## config.mk

```make
export PLATFORM = sky130hd
export DESIGN_NAME = pfsm_ctrl
export DESIGN_NICKNAME = d
export VERILOG_FILES = /design/src/rtl/pfsm_pkg.sv /design/src/rtl/pfsm_ctrl.sv
export SDC_FILE = /design/constraint.sdc
export NUM_CORES = 1
export LEC_CHECK = 0
export ABC_CLOCK_PERIOD_IN_PS = 3400
export BUFFER_PORTS_ARGS = -buffer_cell sky130_fd_sc_hd__buf_2
export CORE_AREA = 3 3 40 42
export DETAILED_ROUTE_END_ITERATION = 6
export DIE_AREA = 0 0 43 45
export HOLD_SLACK_MARGIN = 0.03
export SETUP_SLACK_MARGIN = 0.05
export SLEW_MARGIN = 10
export SYNTH_ARGS = -nofsm -noshare
export SYNTH_HDL_FRONTEND = slang
export SYNTH_SLANG_ARGS = --single-unit
```

## constraint.sdc

```tcl
create_clock -name clk -period 3.4 [get_ports clk]
set_input_delay 0.34 -clock clk [delete_from_list [all_inputs] [get_ports clk]]
set_output_delay 0.34 -clock clk [all_outputs]
set_load 0.02 [all_outputs]
```

## src/rtl/pfsm_pkg.sv

```systemverilog
package pfsm_pkg;

  // Field widths of the request and reply channels.
  localparam int INDEX_W = 12;
  localparam int COUNT_W = 13;
  localparam int BYTE_W  = 8;

  // Table entries packed into one memory word.
  localparam int LANES  = 8;
  localparam int LANE_W = 3;
  localparam int WORD_W = LANES * BYTE_W;

  // Default table capacity; only the pages the index can reach are stored.
  localparam int PAGES_DEFAULT = 4096;
  localparam int INDEX_REACH   = 2 ** INDEX_W;

  // Free-space byte that stands for unknown or unusable.
  localparam logic [BYTE_W-1:0] UNKNOWN_BYTE = 8'hFF;

  typedef enum logic [1:0] {
    REQ_GET   = 2'd0,
    REQ_SET   = 2'd1,
    REQ_FIND  = 2'd2,
    REQ_CLEAN = 2'd3
  } req_type_t;

  // Commands from the controller to the datapath.
  typedef struct packed {
    logic clear_we;
    logic start;
    logic scan_next;
    logic load_out;
  } pfsm_cmd_t;

  // Status from the datapath to the controller.
  typedef struct packed {
    logic clear_last;
    logic in_cap;
    logic scan_done;
    logic out_free;
  } pfsm_status_t;

endpackage

```

## src/rtl/pfsm_ctrl.sv

```systemverilog
module pfsm_ctrl
  import pfsm_pkg::*;
(
  input  logic         clk,
  input  logic         rst,
  input  logic         in_valid,
  input  logic [1:0]   req_type,
  input  pfsm_status_t status,
  output logic         in_ready,
  output pfsm_cmd_t    cmd
);

  typedef enum logic [5:0] {
    ST_CLEAR = 6'b000001,
    ST_IDLE  = 6'b000010,
    ST_GET   = 6'b000100,
    ST_SET   = 6'b001000,
    ST_SCAN  = 6'b010000,
    ST_REPLY = 6'b100000
  } state_t;

  state_t    state;
  state_t    state_next;
  req_type_t rt;

  assign rt = req_type_t'(req_type);

  always_ff @(posedge clk) begin
    if (rst) begin
      state <= ST_CLEAR;
    end else begin
      state <= state_next;
    end
  end

  always_comb begin
    state_next = state;
    cmd        = '0;
    in_ready   = 1'b0;
    unique case (state)
      ST_CLEAR: begin
        cmd.clear_we = 1'b1;
        if (status.clear_last) begin
          state_next = ST_IDLE;
        end
      end
      ST_IDLE: begin
        in_ready = 1'b1;
        if (in_valid) begin
          cmd.start = 1'b1;
          priority if (!status.in_cap || rt == REQ_CLEAN) begin
            state_next = ST_REPLY;
          end else if (rt == REQ_GET) begin
            state_next = ST_GET;
          end else if (rt == REQ_SET) begin
            state_next = ST_SET;
          end else begin
            state_next = ST_SCAN;
          end
        end
      end
      ST_GET, ST_SET, ST_REPLY: begin
        if (status.out_free) begin
          cmd.load_out = 1'b1;
          state_next   = ST_IDLE;
        end
      end
      ST_SCAN: begin
        if (status.scan_done) begin
          if (status.out_free) begin
            cmd.load_out = 1'b1;
            state_next   = ST_IDLE;
          end
        end else begin
          cmd.scan_next = 1'b1;
        end
      end
      default: begin
        state_next = ST_IDLE;
      end
    endcase
  end

endmodule

```

==> results of run 1 <==
synth_stat cells, drive strengths merged, types with 2 or more instances:
cell / count
nand2b: 3
mux2i: 4
nand2: 3
nor3: 3
o21ai: 2
a21oi: 2
and2: 2
nand3b: 4
inv: 4
dfxtp: 6
worst max-delay path by stage:
stage | cells past startpoint | startpoint | slack, ns | to
finish | 5 | state[1] | 1.56 | cmd[0]
global route | 5 | state[1] | 1.36 | cmd[0]
CTS | 5 | state[1] | 1.53 | cmd[0]
detailed placement | 5 | state[1] | 1.79 | cmd[0]
global placement | 5 | state[1] | 1.85 | cmd[0]
floorplan | 4 | state[1] | 1.92 | cmd[0]
area by class of cell:
cell class	count	area, µm²	area share (%)
timing repair buffer	13	65.1	12.8
clock buffer	3	22.5	4.43
tap	15	18.8	3.69
sequential	6	120	23.6
inverter	4	15.0	2.96
multi-input combinational	35	267	52.5
where the power goes:
part / switching, mW / total (mW) / internal [mW]
registers: 0.00423 / 0.0782 / 0.0739
clock network: 0.0234 / 0.0631 / 0.0398
logic: 0.0215 / 0.0398 / 0.0184
total: 0.0490 / 0.181 / 0.132
cells by family after synthesis:
group	count (synthesis)	synth area share (%)
flip-flops	6	29.9
AND/OR/NAND/NOR	22	40.8
buffers and inverters	4	3.74
AO/OA/AOI/OAI	8	13.4
XOR/XNOR	1	2.18
multiplexers	4	9.97
stage by stage:
step,util [%],setup slack (ns)
6_report,39.5,1.56
3_3_place_gp,37.8,1.85
5_1_grt,39.5,1.36
3_5_place_dp,37.8,1.79
2_1_floorplan,-,1.92
4_1_cts,39.5,1.53
critical path, stage by stage, from the launching register on:
cell and delay, ns:
dfxtp_1 0.34, nor4_2 0.36, nand3b_1 0.13, o21ai_0 0.14
and2_1 0.13, buf_2 0.15
routing by layer:
layer,routed length [µm],share of wire (%)
met5,0,0
met1,408,49
met3,51,6.1
met4,0,0
met2,370,45
==> summary.md, run 1 <==
| Metric | Value |
|---|---|
| Register bit total from synthesis | `6` |
| Mapped Area | `around 400 µm²` |
| RR Startpoint | `state[1]` |
| CTS sink cnt | `6` |
| Layout cells sized above 1 | `around 36%` |
| Max-cap violations | `0` |
| Total Nets Final | `72` |
| Static Leakage | `approximately 0.23 nW` |
| 1st-pass router iterations | `4` |
| Grt total ovfl | `0` |
| Mapped Cells | `between 40 and 50` |
| Inst Count DP | `73` |
| Status | `complete, no violations` |
| Met3 usage | `under 10%` |
| DRC viols | `0` |
| Top_reg_cell synth | `dfxtp_1` |
| Worst Path Max Fanout | `4` |
| Max reg flops | `6` |
| WL per Instance | `10.9 µm` |
| R2R setup slack | `between 1.5 and 2 ns` |
| Starting DRT DRC Count | `5` |
| CTS Buf Count | `3` |
| Post-DP Area | `just under 500 µm²` |
| Root buf cell | `clkbuf_4` |
| Final GP Congestion | `roughly 0.66` |
| Initial cell density of the core | `a little under a third` |
| Antenna violations before repair | `0` |
| Top-area cell type share of the netlist area | `between 20 and 30%` |
| Worst setup EP type | `output port` |
| GR Layer Usage met2 | `around 15%` |
| Vias in the first global route | `between 300 and 400` |
| Reg clk slew, reported paths | `0.04 ns` |
| Worst-skew pair later-pin latency | `between 0.2 and 0.25 ns` |
| Post-CTS Resized | `0` |
| Htree depth | `1` |
| Final Critical Period | `approximately 1.8 ns` |
| Antenna diode count | `0` |
| Final hold slack | `slightly above 0.3 ns` |
| Most Crowded Layer GR | `met2` |
| Min-delay src | `status[3]` |
| FFs w/ async S/R, synth | `0%` |
| DR vias/cell | `approximately 5` |
| Worst setup SP type | `flop` |
| P per Cell Area | `approximately 360 nW/µm²` |
| Die W | `approximately 43 µm` |
| Synthesized area per cell | `8.93 µm²` |
| Rows | `13` |
| Post-Layout Cell Count | `76` |
| Kind of critical path | `flop to output port` |
| Global-route wire length before repair | `~1400 µm` |
| Commonest non-fill, non-tap cell in the layout | `buf_2` |
| Die Y | `between 40 and 50 µm` |
| Clock skew | `around 0.0015 ns` |
| Synth Warn # | `0` |
| Max_slew headroom | `79.4%` |
| Ranking of synthesized cells by area | `dfxtp_1 30%, mux2i_1 10%, nand3b_1 7.5%, nand2b_1 4.7%, inv_1 3.7%` |
| Yosys cell types | `24` |
| Reg2reg path depth | `5` |
| CTS max path bufs | `2` |
| Final setup vio count | `0` |
| Yosys top cell by area | `dfxtp_1` |
| Slew Viols, Final | `0` |
| # fillers | `135` |
| Post-CTS setup buffer count | `0` |
| Drt total wl | `roughly 830 µm` |
| Setup TNS | `0 ns` |
| Largest Register | `state` |
| EDFF count, synth | `0` |
| Post-Syn Nets | `54` |
| Post-synthesis sequential area ratio | `between 20% and 30%` |
| DIE AREA | `1940 µm²` |
| Most frequent cells in the layout | `13 x buf_2, 6 x dfxtp_1, 4 x inv_1, 4 x nand3b_1, 4 x mux2i_1` |
| Worst Hold End | `state[0]` |
| Worst Hold Depth | `2` |
| Final Hold Fails | `0` |
| IO Pins | `14` |
| Design area | `508 µm²` |
| TritonCTS clock tree | `done` |
| Port Buf Inserts | `13` |
| FMAX | `roughly 540 MHz` |
| Global-route usage over all layers | `between 10% and 20%` |
| DRT antenna net count | `0` |
| Worst slew pin tran | `between 0.3 and 0.4 ns` |
| Cts hold-fix bufs | `0` |
| Core area | `between 1000 and 1500 µm²` |
| Design Power | `roughly 180 µW` |
| Met1 GRT Util | `12.2%` |
| Unrepaired setup endpoints after global routing | `no` |
| Hold Path Class | `input port to flop` |
| Largest regs | `state (6)` |
| Final Cycle Share | `54.1%` |
| Worst Path Arrival | `about 1.5 ns` |
| Worst R2R End | `state[5]` |
| Largest net degree at the start of global routing | `9` |
| Via count | `roughly 370` |
| Half-perimeter wire length after placement | `roughly 700 µm` |
| Area grow syn2layout | `26.5%` |
| Peak VDD IR | `146 µV` |
| CP required | `around 3.1 ns` |
No activity file was read; power rests on OpenSTA's default activity.
==> run 2, diff against run 1 <==
--- a/config.mk
+++ b/config.mk
@@ -5,7 +5,7 @@
 export SDC_FILE = /design/constraint.sdc
 export NUM_CORES = 1
 export LEC_CHECK = 0
-export ABC_CLOCK_PERIOD_IN_PS = 3400
+export ABC_CLOCK_PERIOD_IN_PS = 1600
 export BUFFER_PORTS_ARGS = -buffer_cell sky130_fd_sc_hd__buf_2
 export CORE_AREA = 3 3 40 42
 export DETAILED_ROUTE_END_ITERATION = 6
==> constraint.sdc (replaced) <==
create_clock -name clk -period 1.6 [get_ports clk]
set_input_delay 0.16 -clock clk [delete_from_list [all_inputs] [get_ports clk]]
set_output_delay 0.16 -clock clk [all_outputs]
set_load 0.02 [all_outputs]
==> summary.md, run 2 (synthesized netlist as in run 1, its figures left out) <==
| Metric | Value |
|---|---|
| Status | `complete, no violations` |
| Initial cell density of the core | `31.3% (unchanged)` |
| Final Critical Period | `around 1.6 ns` |
| Min-delay src | `status[3]` |
| Total Nets Final | `75 (+4.2%)` |
| Worst setup SP type | `flop` |
| Max-cap violations | `0 (unchanged)` |
| Hold Path Class | `input port to flop` |
| Largest regs | `state (6)` |
| IO Pins | `14 (unchanged)` |
| Layout cells sized above 1 | `46.9% (+11 points)` |
| 1st-pass router iterations | `4 (unchanged)` |
| Die W | `43 µm (unchanged)` |
| Half-perimeter wire length after placement | `695 µm (+0.62%)` |
| WP buf/inv | `1 (unchanged)` |
| Worst Hold End | `state[0]` |
| Worst-path cell chain | `nor4_4 -> nand3b_1 -> o21ai_1 -> and2_1 -> buf_6` |
| DR vias/cell | `4.95 (+1.1%)` |
| Static Leakage | `0.250 nW (+8.5%)` |
| Worst slew pin tran | `0.251 ns (-0.0550 ns)` |
| Worst Path Arrival | `1.42 ns (-0.08 ns)` |
| FMAX | `~630 MHz` |
| CTS sink cnt | `6 (unchanged)` |
| RR Startpoint | `state[2]` |
| Crit-path max cell delay | `0.35 ns (about the same)` |
| Final Hold Fails | `0 (unchanged)` |
| Kind of critical path | `flop to output port` |
| Inst Count DP | `74 (+1.4%)` |
| Antenna violations before repair | `0 (unchanged)` |
| Global-route wire length before repair | `1480 µm (+6.5%)` |
| Final setup vio count | `0 (unchanged)` |
| Via count | `391 (+5.1%)` |
| Final Cycle Share | `between 90% and 100%` |
| Area taken by flip-flops and latches | `126 µm² (+5.2%)` |
| DRC viols | `0 (unchanged)` |
| Reg2reg path depth | `6 (+1)` |
| CTS max path bufs | `2 (unchanged)` |
| Vias in the first global route | `352 (-2.5%)` |
| Port Buf Inserts | `13 (unchanged)` |
| Largest Register | `state` |
| Worst R2R End | `state[5]` |
| P per Cell Area | `712 nW/µm² (+100%)` |
| Commonest non-fill, non-tap cell in the layout | `buf_2` |
| TritonCTS clock tree | `done` |
| Htree depth | `1 (unchanged)` |
| Cell family with most CP delay | `simple AND/OR/NAND/NOR gates` |
| Cts hold-fix bufs | `0 (unchanged)` |
| Rows | `13 (unchanged)` |
| Antenna diode count | `0 (unchanged)` |
| Footprint of the multi-input gates | `284 µm² (+6.6%)` |
| Max reg flops | `6 (unchanged)` |
| WL per Instance | `11.6 µm (+6.2%)` |
| Worst Hold Depth | `2 (unchanged)` |
| Final hold slack | `0.135 ns (-0.171 ns)` |
| Grt total ovfl | `0 (unchanged)` |
| R2R setup slack | `0.03 ns (-1.87 ns)` |
| DP Worst Slack | `0.112 ns (-1.68 ns)` |
| Final GP Congestion | `0.748 (+13%)` |
| CTS Buf Count | `3 (unchanged)` |
| Clock skew | `0.00334 ns (+0.00181 ns)` |
| Setup ws final | `0.0227 ns (-1.54 ns)` |
| Starting DRT DRC Count | `5 (unchanged)` |
| Most frequent cells in the layout | `9 x buf_2, 6 x buf_4, 4 x nand3b_1, 4 x mux2i_1` |
| Core area | `1280 µm² (unchanged)` |
| Largest net degree at the start of global routing | `9 (unchanged)` |
| DIE AREA | `1940 µm² (unchanged)` |
| Worst Path Max Fanout | `5 (+1)` |
| Worst path slowest cell | `dfxtp_2` |
| # fillers | `130 (-3.7%)` |
| Unrepaired setup endpoints after global routing | `yes` |
| Slew Viols, Final | `0 (unchanged)` |
| Worst setup EP type | `output port` |
| Reg clk slew, reported paths | `0.04 ns (about the same)` |
| Global-route usage over all layers | `10.2% (+0.10 points)` |
| Worst-skew pair later-pin latency | `0.24 ns (about the same)` |
| DRT antenna net count | `0 (unchanged)` |
| Root buf cell | `clkbuf_4` |
| Die Y | `45 µm (unchanged)` |
| Max_slew headroom | `83.2% (+3.7 points)` |
| Post-Layout Cell Count | `79 (+3.9%)` |
| Area grow syn2layout | `41.4%` |
| Drt total wl | `916 µm (+10%)` |
| Peak VDD IR | `382 µV (+160%)` |
| CP required | `1.44 ns (-1.62 ns)` |
==> run 2: cell types whose count changed in the layout (fill, tap and decap cells not counted) <==
| cell | change |
|---|---|
| a22o_1 | -1 |
| o21ai_1 | +1 |
| buf_2 | -4 |
| inv_1 | -1 |
| o21ai_0 | -1 |
| inv_2 | +1 |
| dfxtp_1 | -3 |
| dfxtp_4 | +1 |
| dfxtp_2 | +2 |
| buf_4 | +6 |
| nor4_2 | -1 |
| nor4_4 | +1 |
| a22o_4 | +1 |
| buf_6 | +1 |
==> run 2: metrics by stage <==
| stage | area, µm² | total power, mW | utilization, % | TNS, ns |
|---|---|---|---|---|
| 6_report | 568 | 0.405 | 44.2 | 0 |
| 5_1_grt | 568 | 0.425 | 44.2 | -0.413 |
| 4_1_cts | 561 | 0.410 | 43.6 | 0 |
| 3_5_place_dp | 493 | 0.258 | 38.4 | 0 |
| 3_3_place_gp | 493 | 0.259 | 38.4 | 0 |
| 2_1_floorplan | 402 | 0.225 | - | 0 |
==> run 2: worst max path at each step <==
stage,startpoint,to,slack [ns],depth (start not counted)
after CTS,state[5],cmd[0],0.01,5
after detailed placement,state[1],state[5],0.11,5
final,state[2],cmd[0],0.02,5
after global placement,state[2],state[2],0.12,5
after global routing,state[2],state[2],-0.08,6
after floorplan,state[1],state[2],0.22,5
==> run 2: metal layers <==
layer | track usage, % | vias up | share of wire [%]
li1 | - | 199 | -
met5 | 0 | - | 0
met4 | 7.23 | 0 | 0
met1 | 13.0 | 180 | 50
met3 | 1.59 | 0 | 6.2
met2 | 15.6 | 12 | 44
==> run 2: cell type report <==
type                    instances  share of cell area (%)
clock buffers                   3                    3.96
inverters                       4                    2.64
multi-input cells              35                    50.0
flip-flops and latches          6                    22.2
well taps                      15                    3.30
repair buffers                 16                    17.8
==> run 2: repair_timing <==
action,in CTS,in global routing
gates resized for setup,8,5
pin swaps,4,2
hold endpoints to repair,0,0
setup endpoints to repair,2,9
setup buffers,2,0
==> run 2: where the power goes <==
| group | switching, mW | internal [mW] | total [mW] |
|---|---|---|---|
| Combinational | 0.0486 | 0.0508 | 0.0994 |
| Clock | 0.0532 | 0.0848 | 0.138 |
| Sequential | 0.0110 | 0.156 | 0.167 |
| Total | 0.113 | 0.292 | 0.405 |
==> run 2: worst reg2reg max path, stage by stage (launching register included) <==
cell	delay, ns
dfxtp_2	0.35
nor4_4	0.32
nand3b_1	0.14
buf_4	0.15
a22o_4	0.26
nand2_4	0.10
mux2i_1	0.18
==> run 3, diff against run 2 <==
==> constraint.sdc (replaced) <==
create_clock -name clk -period 1.6 [get_ports clk]
set_input_delay 0.24 -clock clk [delete_from_list [all_inputs] [get_ports clk]]
set_output_delay 0.24 -clock clk [all_outputs]
set_load 0.02 [all_outputs]
==> summary.md, run 3 (synthesized netlist as in run 1, its figures left out) <==
| Metric | Value |
|---|---|
| Largest Register | `state` |
| Total Nets Final | `80 (+6.7%)` |
| DIE AREA | `1940 µm² (unchanged)` |
| DRC viols | `0 (unchanged)` |
| Rows | `13 (unchanged)` |
| Worst-path cell chain | `nor4_4 -> buf_4 -> nand4b_1 -> inv_1 -> buf_6` |
| Half-perimeter wire length after placement | `648 µm (-6.7%)` |
| DP Worst Slack | `0.0560 ns (-0.0558 ns)` |
| Largest net degree at the start of global routing | `9 (unchanged)` |
| Inst Count DP | `73 (-1.4%)` |
| R2R setup slack | `0.02 ns (about the same)` |
| Core area | `1280 µm² (unchanged)` |
| Antenna violations before repair | `0 (unchanged)` |
| Starting DRT DRC Count | `7 (+2)` |
| Worst Hold End | `state[0]` |
| FMAX | `609 MHz (-3.9%)` |
| Max reg flops | `6 (unchanged)` |
| DR vias/cell | `4.87 (-1.6%)` |
| Port Buf Inserts | `13 (unchanged)` |
| Worst slew pin tran | `0.250 ns (-0.000434 ns)` |
| WL per Instance | `11.0 µm (-4.9%)` |
| Status | `finished, violations left` |
| Final Critical Period | `1.64 ns (+0.0644 ns)` |
| P per Cell Area | `667 nW/µm² (-6.3%)` |
| Root buf cell | `clkbuf_4` |
| Worst R2R End | `state[5]` |
| Worst Hold Depth | `2 (unchanged)` |
| Failing checks | `negative setup slack` |
| CTS Buf Count | `3 (unchanged)` |
| Design Power | `423 µW (+4.7%)` |
| Most Crowded Layer GR | `met2` |
| Worst Path Arrival | `1.40 ns (-0.02 ns)` |
| Vias in the first global route | `357 (+1.4%)` |
| Largest regs | `state (6)` |
| Layout cells sized above 1 | `55.1% (+8.2 points)` |
| Slew Viols, Final | `0 (unchanged)` |
| Die Y | `45 µm (unchanged)` |
| Global-route usage over all layers | `10.7% (+0.50 points)` |
| Grt total ovfl | `0 (unchanged)` |
| 1st-pass router iterations | `4 (unchanged)` |
| Final hold slack | `0.204 ns (+0.0684 ns)` |
| Worst path slowest cell | `dfxtp_4` |
| GR Layer Usage met2 | `15.9% (+0.30 points)` |
| Final Cycle Share | `103% (+4.0 points)` |
| Hold Path Class | `input port to flop` |
| Drt total wl | `926 µm (+1.1%)` |
| Most frequent cells in the layout | `9 x buf_2, 8 x buf_4, 4 x nand3b_1, 4 x mux2i_1, 4 x buf_6` |
| Setup ws final | `-0.0416 ns (-0.0644 ns)` |
| Reg clk slew, reported paths | `0.04 ns (about the same)` |
| Min-delay src | `status[3]` |
| Peak VDD IR | `282 µV (-26%)` |
| Antenna diode count | `0 (unchanged)` |
| Kind of critical path | `flop to output port` |
| Met3 usage | `1.59% (unchanged)` |
| Max_slew headroom | `83.3% (+0.13 points)` |
| Static Leakage | `0.284 nW (+14%)` |
| Post-Layout Cell Count | `84 (+6.3%)` |
| CTS sink cnt | `6 (unchanged)` |
| Final Hold Fails | `0 (unchanged)` |
| Final GP Congestion | `0.675 (-9.8%)` |
| Final setup vio count | `3 (+3)` |
| RR Startpoint | `state[5]` |
| Worst setup SP type | `flop` |
| Cts hold-fix bufs | `0 (unchanged)` |
| Crit-path max cell delay | `0.36 ns (about the same)` |
| Max-cap violations | `0 (unchanged)` |
| Commonest non-fill, non-tap cell in the layout | `buf_2` |
| Layout Utilization | `49.4% (+5.2 points)` |
| Initial cell density of the core | `31.3% (unchanged)` |
| DRT antenna net count | `0 (unchanged)` |
| Via count | `409 (+4.6%)` |
| Die W | `43 µm (unchanged)` |
| Worst Path Max Fanout | `4 (-1)` |
| Htree depth | `1 (unchanged)` |
| TritonCTS clock tree | `done` |
| Worst-skew pair later-pin latency | `0.24 ns (about the same)` |
| Unrepaired setup endpoints after global routing | `yes` |
| Area grow syn2layout | `57.9%` |
| Worst setup EP type | `output port` |
| # fillers | `127 (-2.3%)` |
| Met1 GRT Util | `13.5% (+0.48 points)` |
| CTS max path bufs | `2 (unchanged)` |
| CP required | `1.36 ns (-0.08 ns)` |
| Reg2reg path depth | `6 (unchanged)` |
| Clock skew | `0.00143 ns (-0.00192 ns)` |
| Global-route wire length before repair | `1480 µm (unchanged)` |
| IO Pins | `14 (unchanged)` |
[run 3: worst max-delay path, delay by kind of cell, from the launching register on]
kind	cells	cell delay (ns)
simple gates	2	0.43
flops	1	0.36
buf+inv	3	0.37
[run 3: worst max-delay path by stage]
stage          cells after the start     start  slack, ns  endpoint
2_1_floorplan                      4  state[1]       0.22    cmd[0]
3_3_place_gp                       5  state[1]       0.08  state[3]
3_5_place_dp                       5  state[1]       0.06    cmd[0]
4_1_cts                            5  state[5]      -0.04    cmd[0]
5_1_grt                            5  state[5]      -0.15    cmd[0]
6_report                           5  state[5]      -0.04    cmd[1]
[run 3: power breakdown]
group / leakage (nW) / internal (mW) / switching [mW]
clock: 0.0138 / 0.0849 / 0.0551
combinational: 0.220 / 0.0626 / 0.0535
sequential: 0.0509 / 0.156 / 0.0111
[run 3: cell type report]
type                       count  area [µm²]  share of cell area, %
timing repair buffer          21         150                   23.7
clock buffer                   3        22.5                   3.55
inverter                       4        15.0                   2.37
multi-input combinational     35         302                   47.5
tap                           15        18.8                   2.96
sequential                     6         126                   19.9
[run 3: stage by stage]
stage	area, µm²	setup TNS, ns
floorplan	402	0
global placement	485	0
detailed placement	485	0
CTS	576	-0.0792
global route	634	-0.691
finish	634	-0.0820
[run 3: metal layers]
metal,vias up,routed length (µm)
met2,17,423
met4,0,19
li1,215,-
met1,175,414
met3,2,69
met5,-,0
[run 3: repair_timing]
action                                  CTS  global route
endpoints found under the setup margin    6             9
buffers inserted                          3             5
pin swaps                                 4             4
gates resized for setup                  14             6
gates cloned                              0             0
endpoints found under the hold margin     0             0
